===== config.mk =====
export PLATFORM = sky130hd
export DESIGN_NAME = cis_cell
export DESIGN_NICKNAME = d
export VERILOG_FILES = /design/src/hw/rtl/cis_pkg.sv /design/src/hw/rtl/cis_cell.sv
export SDC_FILE = /design/constraint.sdc
export NUM_CORES = 1
export LEC_CHECK = 0
export ABC_AREA = 1
export BUFFER_PORTS_ARGS = -buffer_cell sky130_fd_sc_hd__buf_2
export CAP_MARGIN = 20
export CORE_MARGIN = 4
export CORE_UTILIZATION = 51
export CTS_CLUSTER_SIZE = 14
export DETAILED_ROUTE_END_ITERATION = 7
export PLACE_DENSITY = 0.82
export SYNTH_ARGS = -nofsm -noshare
export SYNTH_HDL_FRONTEND = slang
export SYNTH_SLANG_ARGS = --single-unit

===== constraint.sdc =====
create_clock -name clk -period 4.7 [get_ports clk]
set_clock_uncertainty 0.05 [all_clocks]
set_input_delay 0.47 -clock clk [delete_from_list [all_inputs] [get_ports clk]]
set_output_delay 0.47 -clock clk [all_outputs]
set_load 0.005 [all_outputs]

===== src/hw/rtl/cis_pkg.sv =====
// ----------------------------------------------------------------------------
// cis_pkg
// Shared types and constants for the chunk integer sorter.
// ----------------------------------------------------------------------------
package cis_pkg;

	localparam int unsigned DATA_W = 32;

	// input request payload
	typedef struct packed {
		logic signed [DATA_W-1:0] value;
		logic                     is_last;
	} req_t;

	// result payload
	typedef struct packed {
		logic signed [DATA_W-1:0] sorted_value;
		logic                     last_out;
		logic                     overflowed;
	} res_t;

	// value rippling from one cell to the next
	typedef struct packed {
		logic                     vld;
		logic signed [DATA_W-1:0] data;
	} carry_t;

	// contents of one cell as seen by its left neighbor during drain
	typedef struct packed {
		logic                     full;
		logic signed [DATA_W-1:0] val;
	} slot_t;

endpackage


===== src/hw/rtl/cis_cell.sv =====
// ----------------------------------------------------------------------------
// cis_cell
// One sorting cell: keeps the smaller of its value and the incoming one and
// passes the larger on, or shifts toward the output during drain.
// ----------------------------------------------------------------------------
module cis_cell (
	input  logic            clk,
	input  logic            arst_n,
	input  logic            shift_en,
	input  cis_pkg::carry_t car_in,
	input  cis_pkg::slot_t  nxt_slot,
	output cis_pkg::carry_t car_out,
	output cis_pkg::slot_t  slot
);
	import cis_pkg::*;

	logic                     full_q;
	logic signed [DATA_W-1:0] val_q;
	logic                     car_vld_q;
	logic signed [DATA_W-1:0] car_data_q;

	// occupancy and outgoing carry valid
	always_ff @(posedge clk or negedge arst_n) begin
		if (!arst_n) begin
			full_q    <= 1'b0;
			car_vld_q <= 1'b0;
		end else begin
			car_vld_q <= 1'b0;
			if (shift_en) begin
				full_q <= nxt_slot.full;
			end else if (car_in.vld) begin
				full_q    <= 1'b1;
				car_vld_q <= full_q;
			end
		end
	end

	// stored value and carried value
	always_ff @(posedge clk) begin
		if (shift_en) begin
			val_q <= nxt_slot.val;
		end else if (car_in.vld) begin
			if (!full_q) begin
				val_q <= car_in.data;
			end else if (car_in.data < val_q) begin
				val_q      <= car_in.data;
				car_data_q <= val_q;
			end else begin
				car_data_q <= car_in.data;
			end
		end
	end

	assign car_out.vld  = car_vld_q;
	assign car_out.data = car_data_q;
	assign slot.full    = full_q;
	assign slot.val     = val_q;

endmodule


==> flow_summary_export.csv, run 1 <==
group,metric,value,unit
outcome,status,"finished clean",
timing,tightest_slew,969,ps
hold_path,hp-class,"in2reg",
hold_path,min_path_cells,3,
placed_design,placed_cell_area,0.00447,mm2
global_routing,grt_overflow,0,
hold_path,min_from,"nxt_slot[4]",
power_and_ir_drop,comb_power_share,26.5,%
critical_path,timing.rr.start,"val_q[17]",
critical_path,crit_type,"reg2reg",
routing,num_vias,3207,
cts,cts.sinks,66,
global_routing,grt_max_degree,40,
layout,drive_gt1_share,31.7,%
logic_synthesis,syn_nets,525,
layout,fin_cells,661,
logic_synthesis,syn_area_per_cell,8.87,um2
critical_path,critPathMaxFanout,17,
routing,wl_per_cell,13.9,um
timing,fmax,334,MHz
die,dieArea,0.00883,mm2
die,core-area,0.00721,mm2
die,io_pins,135,
critical_path,slowest_delay,530,ps
layout,design_area,0.00467,mm2
cts,clock_latency,330,ps
timing,finalCritPeriodShare,63.6,%
global_routing,antenna_found_initial,0,
power_and_ir_drop,clkPwrFrac,26.7,%
logic_synthesis,yosysUniqueCellTypes,20,
critical_path,worst-r2r-setup-slack,1710,ps
cts,postCtsResizedCells,0,
logic_synthesis,synthesis.area,0.00377,mm2
die,dieWidth,94.0,um
global_routing,grt_pass1_vias,3272,
power_and_ir_drop,leakage,0.00247,uW
placed_design,place_ws,1550,ps
critical_path,required,4660,ps
logic_synthesis,synth-seq-cells,66,
critical_path,ff2ff_path_depth,12,
power_and_ir_drop,p_seq_share,46.9,%
cts,root_buffer,"clkbuf_8",
critical_path,critPathSlowestCell,"inv_1",
critical_path,crit_top_cell,"nand3_1",
layout,diodes,0,
logic_synthesis,ys_seq_area_share,52.3,%
timing,hold_violations,0,
cts,cts_tree,"done",
cts,cts_buffer_depth,2,
routing,drtPass1Iterations,5,
flow_run,maxCapViolations,0,
power_and_ir_drop,p_int,1150,uW
routing,drtIter0Drc,110,
layout,final_nets,658,
timing,hold_slack,359,ps
timing,rsz0062_at_grt,"no",
power_and_ir_drop,irDropWorstVdd,176,uV
timing,slew_headroom,35.2,%
placed_design,io_buffer_count,134,
critical_path,critical_path.cell_chain,"inv_1 > ha_1 > a21oi_1 > o21ai_1 > nand2_1 > nand3_1 > a21oi_2 > nand3_1 > nand3_1 > nand2_1 > inv_1 > buf_4",
placed_design,post-dp-hpwl,6850,um
global_routing,grt_pass1_wl,14600,um
routing,drt.antenna.violating_nets,0,
logic_synthesis,synth_area_leaders,"edfxtp_1 51%, nand2_1 20%, ha_1 10%, inv_1 4.5%, nand2_2 4.0%",
logic_synthesis,synth_top_area_share,51.0,%
critical_path,arrival,2960,ps
logic_synthesis,syn_inst,425,
hold_path,hold-path-endpoint,"val_q[4]",
layout,mostFrequentLayoutCell,"nand2_1",
logic_synthesis,synth_top_cell_by_area,"edfxtp_1",
placed_design,dp_cells,644,
layout,mostFrequentLayoutCells,"196 x nand2_1, 134 x buf_2, 64 x edfxtp_1",
routing,wirelength,9200,um
global_routing,grtUsageTotal,21.4,%
critical_path,cp-end-kind,"register",
power_and_ir_drop,power_density,358,mW/mm2
routing,drcViolationCount,0,
die,std_cell_rows,31,
logic_synthesis,yosys_warnings,0,
critical_path,startpoint_type,"register",
die,chipHeight,94.0,um
placed_design,gp_congestion,0.815,
layout,areaGrowthSynthToFinish,23.8,%
timing,setup_viol,0,
cts,h-tree-depth,3,
timing,period_needed,2990,ps
timing,tns,0,ps
timing,final-max-slew-violation-count,0,
timing,setup_ws,1710,ps
die,initial_core_util,52.3,%
layout,fillers,630,
routing,viasPerCell,4.85,
cts,cts_buffers,9,
power_and_ir_drop,p_switching,519,uW
cts,cts.clk_slew.worst_paths,80,ps
power_and_ir_drop,p_sw_share,31.1,%
critical_path,r2r_end,"val_q[0]",
==> cells by family after synthesis <==
| group | synth area share [%] |
|---|---|
| buffers and inverters | 7.46 |
| AO/OA/AOI/OAI | 3.02 |
| adder cells (fa/ha/maj) | 10.3 |
| flip-flops | 52.3 |
| AND/OR/NAND/NOR | 26.9 |
==> metrics by stage <==
step	utilization, %	power, uW
after global routing	64.7	1780
after detailed placement	61.9	1240
after global placement	61.9	1210
after CTS	64.5	1670
after floorplan	-	1090
final	64.7	1670
==> synthesized netlist by cell type <==
cell,n
edfxtp_1,64
buf_8,1
a21oi_2,1
nand2_1,196
buf_4,2
dfrtp_1,2
inv_1,45
nor2_1,13
nand2_2,24
o21ai_1,1
nand4_1,1
buf_6,5
nand3_1,6
nor3_1,2
o21ai_0,6
a21oi_1,14
clkbuf_1,7
nand2_4,2
nor2_2,2
ha_1,31
==> worst max-delay path, delay by kind of cell, from the launching register on <==
kind / cells / cell delay (ps)
buf+inv: 3 / 980
simple gates: 5 / 510
fa+ha+maj: 1 / 230
compound gates: 3 / 480
flops: 1 / 430
==> sequential cells by signal (all words and copies together) (netlist names) <==
signal      cells
val_q          32
car_vld_q       1
full_q          1
car_data_q     32
==> worst max path at each step <==
stage | end | depth (start not counted) | startpoint | slack, ps
detailed placement | val_q[4] | 12 | car_in[17] | 1550
floorplan | val_q[0] | 10 | car_in[21] | 2050
CTS | val_q[11] | 12 | val_q[17] | 1720
global route | val_q[11] | 14 | val_q[5] | 1470
global placement | val_q[1] | 12 | car_in[19] | 1670
finish | val_q[0] | 12 | val_q[17] | 1710
==> per-layer routing <==
metal | vias up | part of all wire (%) | GRT usage (%)
met1 | 1468 | 42 | 25.3
met5 | - | 0 | 0
li1 | 1614 | - | -
met3 | 10 | 6.8 | 4.57
met4 | 0 | 1.0 | 8.66
met2 | 115 | 51 | 37.6
==> cell type report <==
| class | instances | area, um2 | area share, % |
|---|---|---|---|
| inverter | 45 | 169 | 3.62 |
| sequential | 66 | 1970 | 42.2 |
| clock inverter | 4 | 43.8 | 0.938 |
| timing repair buffer | 137 | 703 | 15.1 |
| clock buffer | 11 | 131 | 2.81 |
| tap | 99 | 124 | 2.65 |
| multi-input combinational | 299 | 1530 | 32.7 |
==> power by group through the flow <==
stage	combinational [uW]	clock [uW]	sequential (uW)
after floorplan	297	0	796
after global placement	420	0	792
after detailed placement	443	0	794
after CTS	445	448	782
after global routing	508	481	788
final	442	445	782
==> what timing repair did <==
| action | CTS | global route |
|---|---|---|
| hold endpoints to repair | 2 | 0 |
| setup buffers | 0 | 0 |
| setup endpoints to repair | 0 | 0 |
| hold buffers | 1 | 0 |
Note: power is estimated with default switching activity, not from simulation.
==> run 2: changes to the inputs <==
--- a/config.mk
+++ b/config.mk
@@ -5,14 +5,14 @@
 export SDC_FILE = /design/constraint.sdc
 export NUM_CORES = 1
 export LEC_CHECK = 0
-export ABC_AREA = 1
+export ABC_AREA = 0
 export BUFFER_PORTS_ARGS = -buffer_cell sky130_fd_sc_hd__buf_2
 export CAP_MARGIN = 20
 export CORE_MARGIN = 4
-export CORE_UTILIZATION = 51
+export CORE_UTILIZATION = 45
 export CTS_CLUSTER_SIZE = 14
 export DETAILED_ROUTE_END_ITERATION = 7
-export PLACE_DENSITY = 0.82
+export PLACE_DENSITY = 0.77
 export SYNTH_ARGS = -nofsm -noshare
 export SYNTH_HDL_FRONTEND = slang
 export SYNTH_SLANG_ARGS = --single-unit
==> constraint.sdc (replaced) <==
create_clock -name clk -period 2.7 [get_ports clk]
set_clock_uncertainty 0.05 [all_clocks]
set_input_delay 0.27 -clock clk [delete_from_list [all_inputs] [get_ports clk]]
set_output_delay 0.27 -clock clk [all_outputs]
set_load 0.005 [all_outputs]
==> run 2 against run 1 <==
Compared with the run above:
- the run now ends with negative setup slack left
- wire length up 0.50%
- area after synthesis down 1.7%
- worst setup slack worse by 1900 ps
- first-iteration DRC count down 26%
- sequential power up 68%
==> flow_summary_export.csv, run 2 <==
group,metric,value,unit
layout,diodes,0,
logic_synthesis,synthMostInstantiatedCell,"edfxtp_1",
logic_synthesis,yosysUniqueCellTypes,30,
logic_synthesis,yosys.area_share.adder,10.5,%
timing,finalCritPeriodShare,106,%
critical_path,critPathMaxFanout,5,
logic_synthesis,syn_inst,260,
global_routing,grt_overflow,0,
logic_synthesis,synth-seq-cells,66,
timing,hold_slack,105,ps
cts,cts_buffers,9,
timing,tightest_slew,492,ps
die,core-area,0.00789,mm2
routing,wirelength,9240,um
die,std_cell_rows,32,
routing,drcViolationCount,0,
layout,mostFrequentLayoutCells,"134 x buf_2, 64 x edfxtp_1, 33 x mux2_2",
cts,h-tree-depth,3,
logic_synthesis,synth_top_area_share,51.8,%
die,chipHeight,98.8,um
logic_synthesis,synth_xor_area_share,0,%
die,dieArea,0.00975,mm2
logic_synthesis,synth_area_leaders,"edfxtp_1 52%, mux2_4 12%, mux2_2 11%, ha_1 10%, inv_1 3.2%",
global_routing,grt_pass1_wl,14700,um
placed_design,gp_congestion,0.750,
placed_design,io_buffer_count,134,
die,io_pins,135,
hold_path,hp-class,"in2reg",
critical_path,crit_type,"reg2reg",
layout,largestRegisters,"car_data_q (32), val_q (32)",
logic_synthesis,synth_flop_cell,"edfxtp_1",
cts,root_buffer,"clkbuf_8",
global_routing,grt_pass1_vias,2968,
logic_synthesis,syn_nets,360,
logic_synthesis,synth_top_cell_by_area,"edfxtp_1",
logic_synthesis,ys_seq_area_share,53.2,%
placed_design,dp_cells,510,
critical_path,required,2760,ps
critical_path,arrival,2910,ps
logic_synthesis,synth_compound_area_share,5.16,%
routing,wl_per_cell,17.2,um
timing,setup_viol,64,
layout,fin_cells,539,
logic_synthesis,muxShareOfSynthArea,22.4,%
placed_design,place_ws,-178,ps
layout,final_nets,532,
layout,drive_gt1_share,60.0,%
routing,drt.antenna.violating_nets,0,
cts,cts_tree,"done",
flow_run,maxCapViolations,0,
timing,period_needed,2850,ps
logic_synthesis,synth_edf_count,64,
routing,drtPass1Iterations,4,
global_routing,grt_max_degree,33,
logic_synthesis,synthesis.area,0.00371,mm2
power_and_ir_drop,leakage,0.00244,uW
die,dieWidth,98.8,um
global_routing,grtUsageTotal,19.3,%
cts,cts.sinks,66,
critical_path,cp-end-kind,"register",
cts,clock_latency,340,ps
routing,num_vias,2704,
routing,viasPerCell,5.02,
timing,hold_violations,0,
timing,slew_headroom,66.8,%
critical_path,startpoint_type,"register",
placed_design,post-dp-hpwl,6570,um
timing,fmax,351,MHz
outcome,status,"finished, violations left",
timing,rsz0062_at_grt,"yes",
cts,cts_buffer_depth,2,
logic_synthesis,synthSimpleGateAreaFrac,3.85,%
global_routing,antenna_found_initial,0,
cts,cts.clk_slew.worst_paths,70,ps
logic_synthesis,syn_area_per_cell,14.3,um2
routing,drtIter0Drc,81,
layout,mostFrequentLayoutCell,"buf_2",
timing,final-max-slew-violation-count,0,
layout,fin_util,65.8,%
layout,areaGrowthSynthToFinish,40.0,%
logic_synthesis,yosys_warnings,0,
logic_synthesis,synth_top_family_by_area,"multiplexers",
power_and_ir_drop,irDropWorstVdd,418,uV
power_and_ir_drop,power_density,622,mW/mm2
timing,setup_ws,-149,ps
die,initial_core_util,47.0,%
logic_synthesis,async_flop_share,3.03,%
outcome,violations,"negative setup slack",
logic_synthesis,synth_common_cells,"64 x edfxtp_1, 35 x mux2_2, 32 x inv_1, 31 x ha_1, 29 x mux2_4",
-- run 2: stage by stage --
step | total power, uW | setup TNS (ps) | area [um2]
after floorplan | 1840 | -6600 | 3720
after global placement | 2140 | -4120 | 4690
after detailed placement | 2170 | -9300 | 4690
after CTS | 3230 | -10950 | 5170
after global routing | 3390 | -13550 | 5190
final | 3220 | -7560 | 5190
-- run 2: cells by family after synthesis --
| kind of cell | count (synthesis) |
|---|---|
| adder cells (fa/ha/maj) | 31 |
| AO/OA/AOI/OAI | 28 |
| flip-flops | 66 |
| buffers and inverters | 41 |
| AND/OR/NAND/NOR | 30 |
| multiplexers | 64 |
-- run 2: final timing paths --
path | endpoint | from | depth (start not counted) | slack, ps
setup / recovery | val_q[7] | val_q[27] | 13 | -150
hold / removal | full_q | nxt_slot[32] | 3 | 110
setup reg to reg | val_q[7] | val_q[27] | 13 | -150
hold reg to reg | full_q | full_q | 2 | 530
max in group asynchronous | full_q | arst_n | 2 | 2300
min in group asynchronous | car_vld_q | arst_n | 2 | 210
-- run 2: what timing repair did --
| item | 4_1_cts | 5_1_grt |
|---|---|---|
| pin swaps | 8 | 2 |
| cloned | 4 | 1 |
| endpoints found under the setup margin | 63 | 64 |
| buffers inserted | 7 | 1 |
| endpoints found under the hold margin | 2 | 0 |
| resized for setup | 21 | 1 |
| hold buffers | 1 | 0 |
-- run 2: layout make-up --
type                    count  area (um2)
clock buffers               9         124
repair buffers            170        1120
inverters                  32         120
well taps                 102         128
multi-input cells         153        1630
clock inverters             7        93.8
fillers                   591        2700
flip-flops and latches     66        1970
-- run 2: report_power, final --
group	total, uW	leakage (uW)	internal (uW)	switching [uW]
registers	1310	0.000641	1260	45.6
logic	1000	0.00169	587	413
clock network	919	0.000107	518	401
-- run 2: layer usage --
| layer | GRT usage (%) | wire [um] | vias to the layer above |
|---|---|---|---|
| met5 | 0 | 0 | - |
| met4 | 7.46 | 200 | 0 |
| met3 | 4.39 | 466 | 14 |
| met2 | 34.5 | 4880 | 86 |
| met1 | 22.4 | 3700 | 1293 |
| li1 | - | - | 1311 |
-- run 2: critical path, stage by stage, from the launching register on --
cell and delay, ps:
edfxtp_1 410, inv_2 90, ha_4 200, and2_4 150, a221o_1 290, a221o_1 360, buf_6 140, nor2_4 90
a211oi_4 50, buf_6 160, buf_12 120, o22a_4 210, buf_12 150, buf_16 140
==> run 3: changes to the inputs <==
--- a/config.mk
+++ b/config.mk
@@ -9,10 +9,11 @@
 export BUFFER_PORTS_ARGS = -buffer_cell sky130_fd_sc_hd__buf_2
 export CAP_MARGIN = 20
 export CORE_MARGIN = 4
-export CORE_UTILIZATION = 45
+export CORE_UTILIZATION = 47
+export CTS_BUF_LIST = sky130_fd_sc_hd__clkbuf_4
 export CTS_CLUSTER_SIZE = 14
 export DETAILED_ROUTE_END_ITERATION = 7
-export PLACE_DENSITY = 0.77
+export PLACE_DENSITY = 0.79
 export SYNTH_ARGS = -nofsm -noshare
 export SYNTH_HDL_FRONTEND = slang
 export SYNTH_SLANG_ARGS = --single-unit
==> run 3 against run 2 <==
Compared with the run above:
- the flow still finishes with violations (negative setup slack)
- wire length down 8.9%
- global-route usage decreased by 1.1 points
- clock-buffer cell count up 1
- sequential power barely moved
- hold slack worse by 50 ps
- clock power is 44% lower
- first-iteration DRC count decreased by 12%
- non-clock buffer count increased by 3
- worst setup slack improved by 7.0 ps
- core utilization down 0.91 points
- fmax grew 0.25%
- combinational power shrank 7%
- critical endpoint is now car_data_q[10]
- largest power group unchanged
==> flow_summary_export.csv, run 3 (synthesis results as in run 2) <==
group,metric,value,unit
cts,cts_tree,"done",
timing,hold_violations,0,
critical_path,arrival,2940,ps
layout,final_nets,535,
layout,seq_area,0.00197,mm2
timing,fmax,352,MHz
layout,areaGrowthSynthToFinish,34.5,%
routing,wl_per_cell,15.6,um
die,chipHeight,96.8,um
timing,final-max-slew-violation-count,0,
critical_path,crit_type,"reg2reg",
timing,slew_headroom,67.6,%
power_and_ir_drop,leakage,0.00238,uW
global_routing,grt_pass1_wl,13600,um
global_routing,grtUsageTotal,18.2,%
placed_design,io_buffer_count,134,
cts,cts.clk_slew.worst_paths,110,ps
layout,mostFrequentLayoutCell,"buf_2",
power_and_ir_drop,p_total,2750,uW
routing,wirelength,8420,um
cts,clock_latency,390,ps
die,io_pins,135,
routing,drcViolationCount,0,
die,initial_core_util,48.2,%
timing,tightest_slew,481,ps
cts,cts_buffer_depth,2,
flow_run,maxCapViolations,0,
layout,drive_gt1_share,59.2,%
hold_path,hp-class,"in2reg",
timing,tns,-7690,ps
layout,multiInputGateArea,0.00160,mm2
global_routing,grt_overflow,0,
timing,finalCritPeriodShare,105,%
routing,drtPass1Iterations,4,
timing,setup_ws,-142,ps
critical_path,ff2ff_path_depth,10,
placed_design,post-dp-hpwl,6640,um
global_routing,grt_pass1_vias,2849,
global_routing,antenna_found_initial,0,
cts,root_buffer,"clkbuf_4",
outcome,status,"finished, violations left",
routing,viasPerCell,4.92,
critical_path,startpoint_type,"register",
outcome,violations,"negative setup slack",
global_routing,grt_max_degree,20,
power_and_ir_drop,irDropWorstVdd,347,uV
critical_path,critPathMaxFanout,8,
critical_path,required,2800,ps
die,dieWidth,96.8,um
cts,cts.sinks,66,
die,dieArea,0.00937,mm2
power_and_ir_drop,power_density,552,mW/mm2
routing,num_vias,2663,
die,core-area,0.00769,mm2
die,std_cell_rows,32,
placed_design,placed_cell_area,0.00480,mm2
layout,largestRegisters,"car_data_q (32), val_q (32)",
layout,mostFrequentLayoutCells,"134 x buf_2, 64 x edfxtp_1, 33 x mux2_2",
hold_path,min_path_cells,3,
timing,rsz0062_at_grt,"yes",
routing,drtIter0Drc,71,
placed_design,gp_congestion,0.776,
routing,drt.antenna.violating_nets,0,
layout,diodes,0,
layout,fillers,608,
cts,cts_buffers,9,
critical_path,cp-end-kind,"register",
layout,design_area,0.00499,mm2
timing,period_needed,2840,ps
cts,h-tree-depth,3,
timing,setup_viol,63,
run 3: cell type report:
class	count	share of cell area (%)
Multi-Input combinational cell	153	32.2
Timing Repair Buffer	173	21.4
Sequential cell	66	39.5
Inverter	32	2.41
Tap cell	102	2.56
Clock inverter	5	0.452
Clock buffer	10	1.51
run 3: per-layer routing:
metal	vias up	track usage, %	wire length, um
li1	1319	-	-
met1	1256	20.0	3400
met2	77	33.3	4440
met3	11	4.61	440
met4	0	7.34	138
met5	-	0	0
run 3: path summary, 6_finish.rpt:
kind                                   start        endpoint  slack, ps
worst max-delay path               val_q[25]  car_data_q[10]       -140
worst min-delay path            nxt_slot[32]          full_q         60
worst max register to register     val_q[25]  car_data_q[10]       -140
worst min register to register        full_q          full_q        560
max in group asynchronous             arst_n       car_vld_q       2370
min in group asynchronous             arst_n          full_q        130
run 3: report_power, final:
part | switching (uW) | leakage (uW) | internal, uW
combinational | 379 | 0.00168 | 548
clock | 333 | 0.0000609 | 185
sequential | 46.8 | 0.000641 | 1260
total | 759 | 0.00238 | 1990
run 3: repair_timing:
action / in CTS / in global routing
buffers inserted: 1 / 1
endpoints found under the setup margin: 63 / 64
hold endpoints to repair: 2 / 0
hold buffers: 1 / 0
gates cloned: 0 / 1
resized for setup: 3 / 5
run 3: stage by stage:
step	worst slack, ps	hold slack, ps	util (%)	instances
6_report	-142	55.2	64.9	541
3_5_place_dp	-216	7.14	62.5	522
3_3_place_gp	-108	4.93	62.5	522
2_1_floorplan	-172	-75.6	-	260
4_1_cts	-178	29.8	64.1	539
5_1_grt	-244	41.9	64.9	541
run 3: worst max-delay path, stage by stage (launching register included):
cell       delay [ps]
edfxtp_1          440
inv_2             110
ha_4              200
a21o_1            150
a221o_1           290
a221o_1           350
o2bb2ai_2         150
a211oi_4          240
buf_12            180
buf_12            130
mux2_4            290
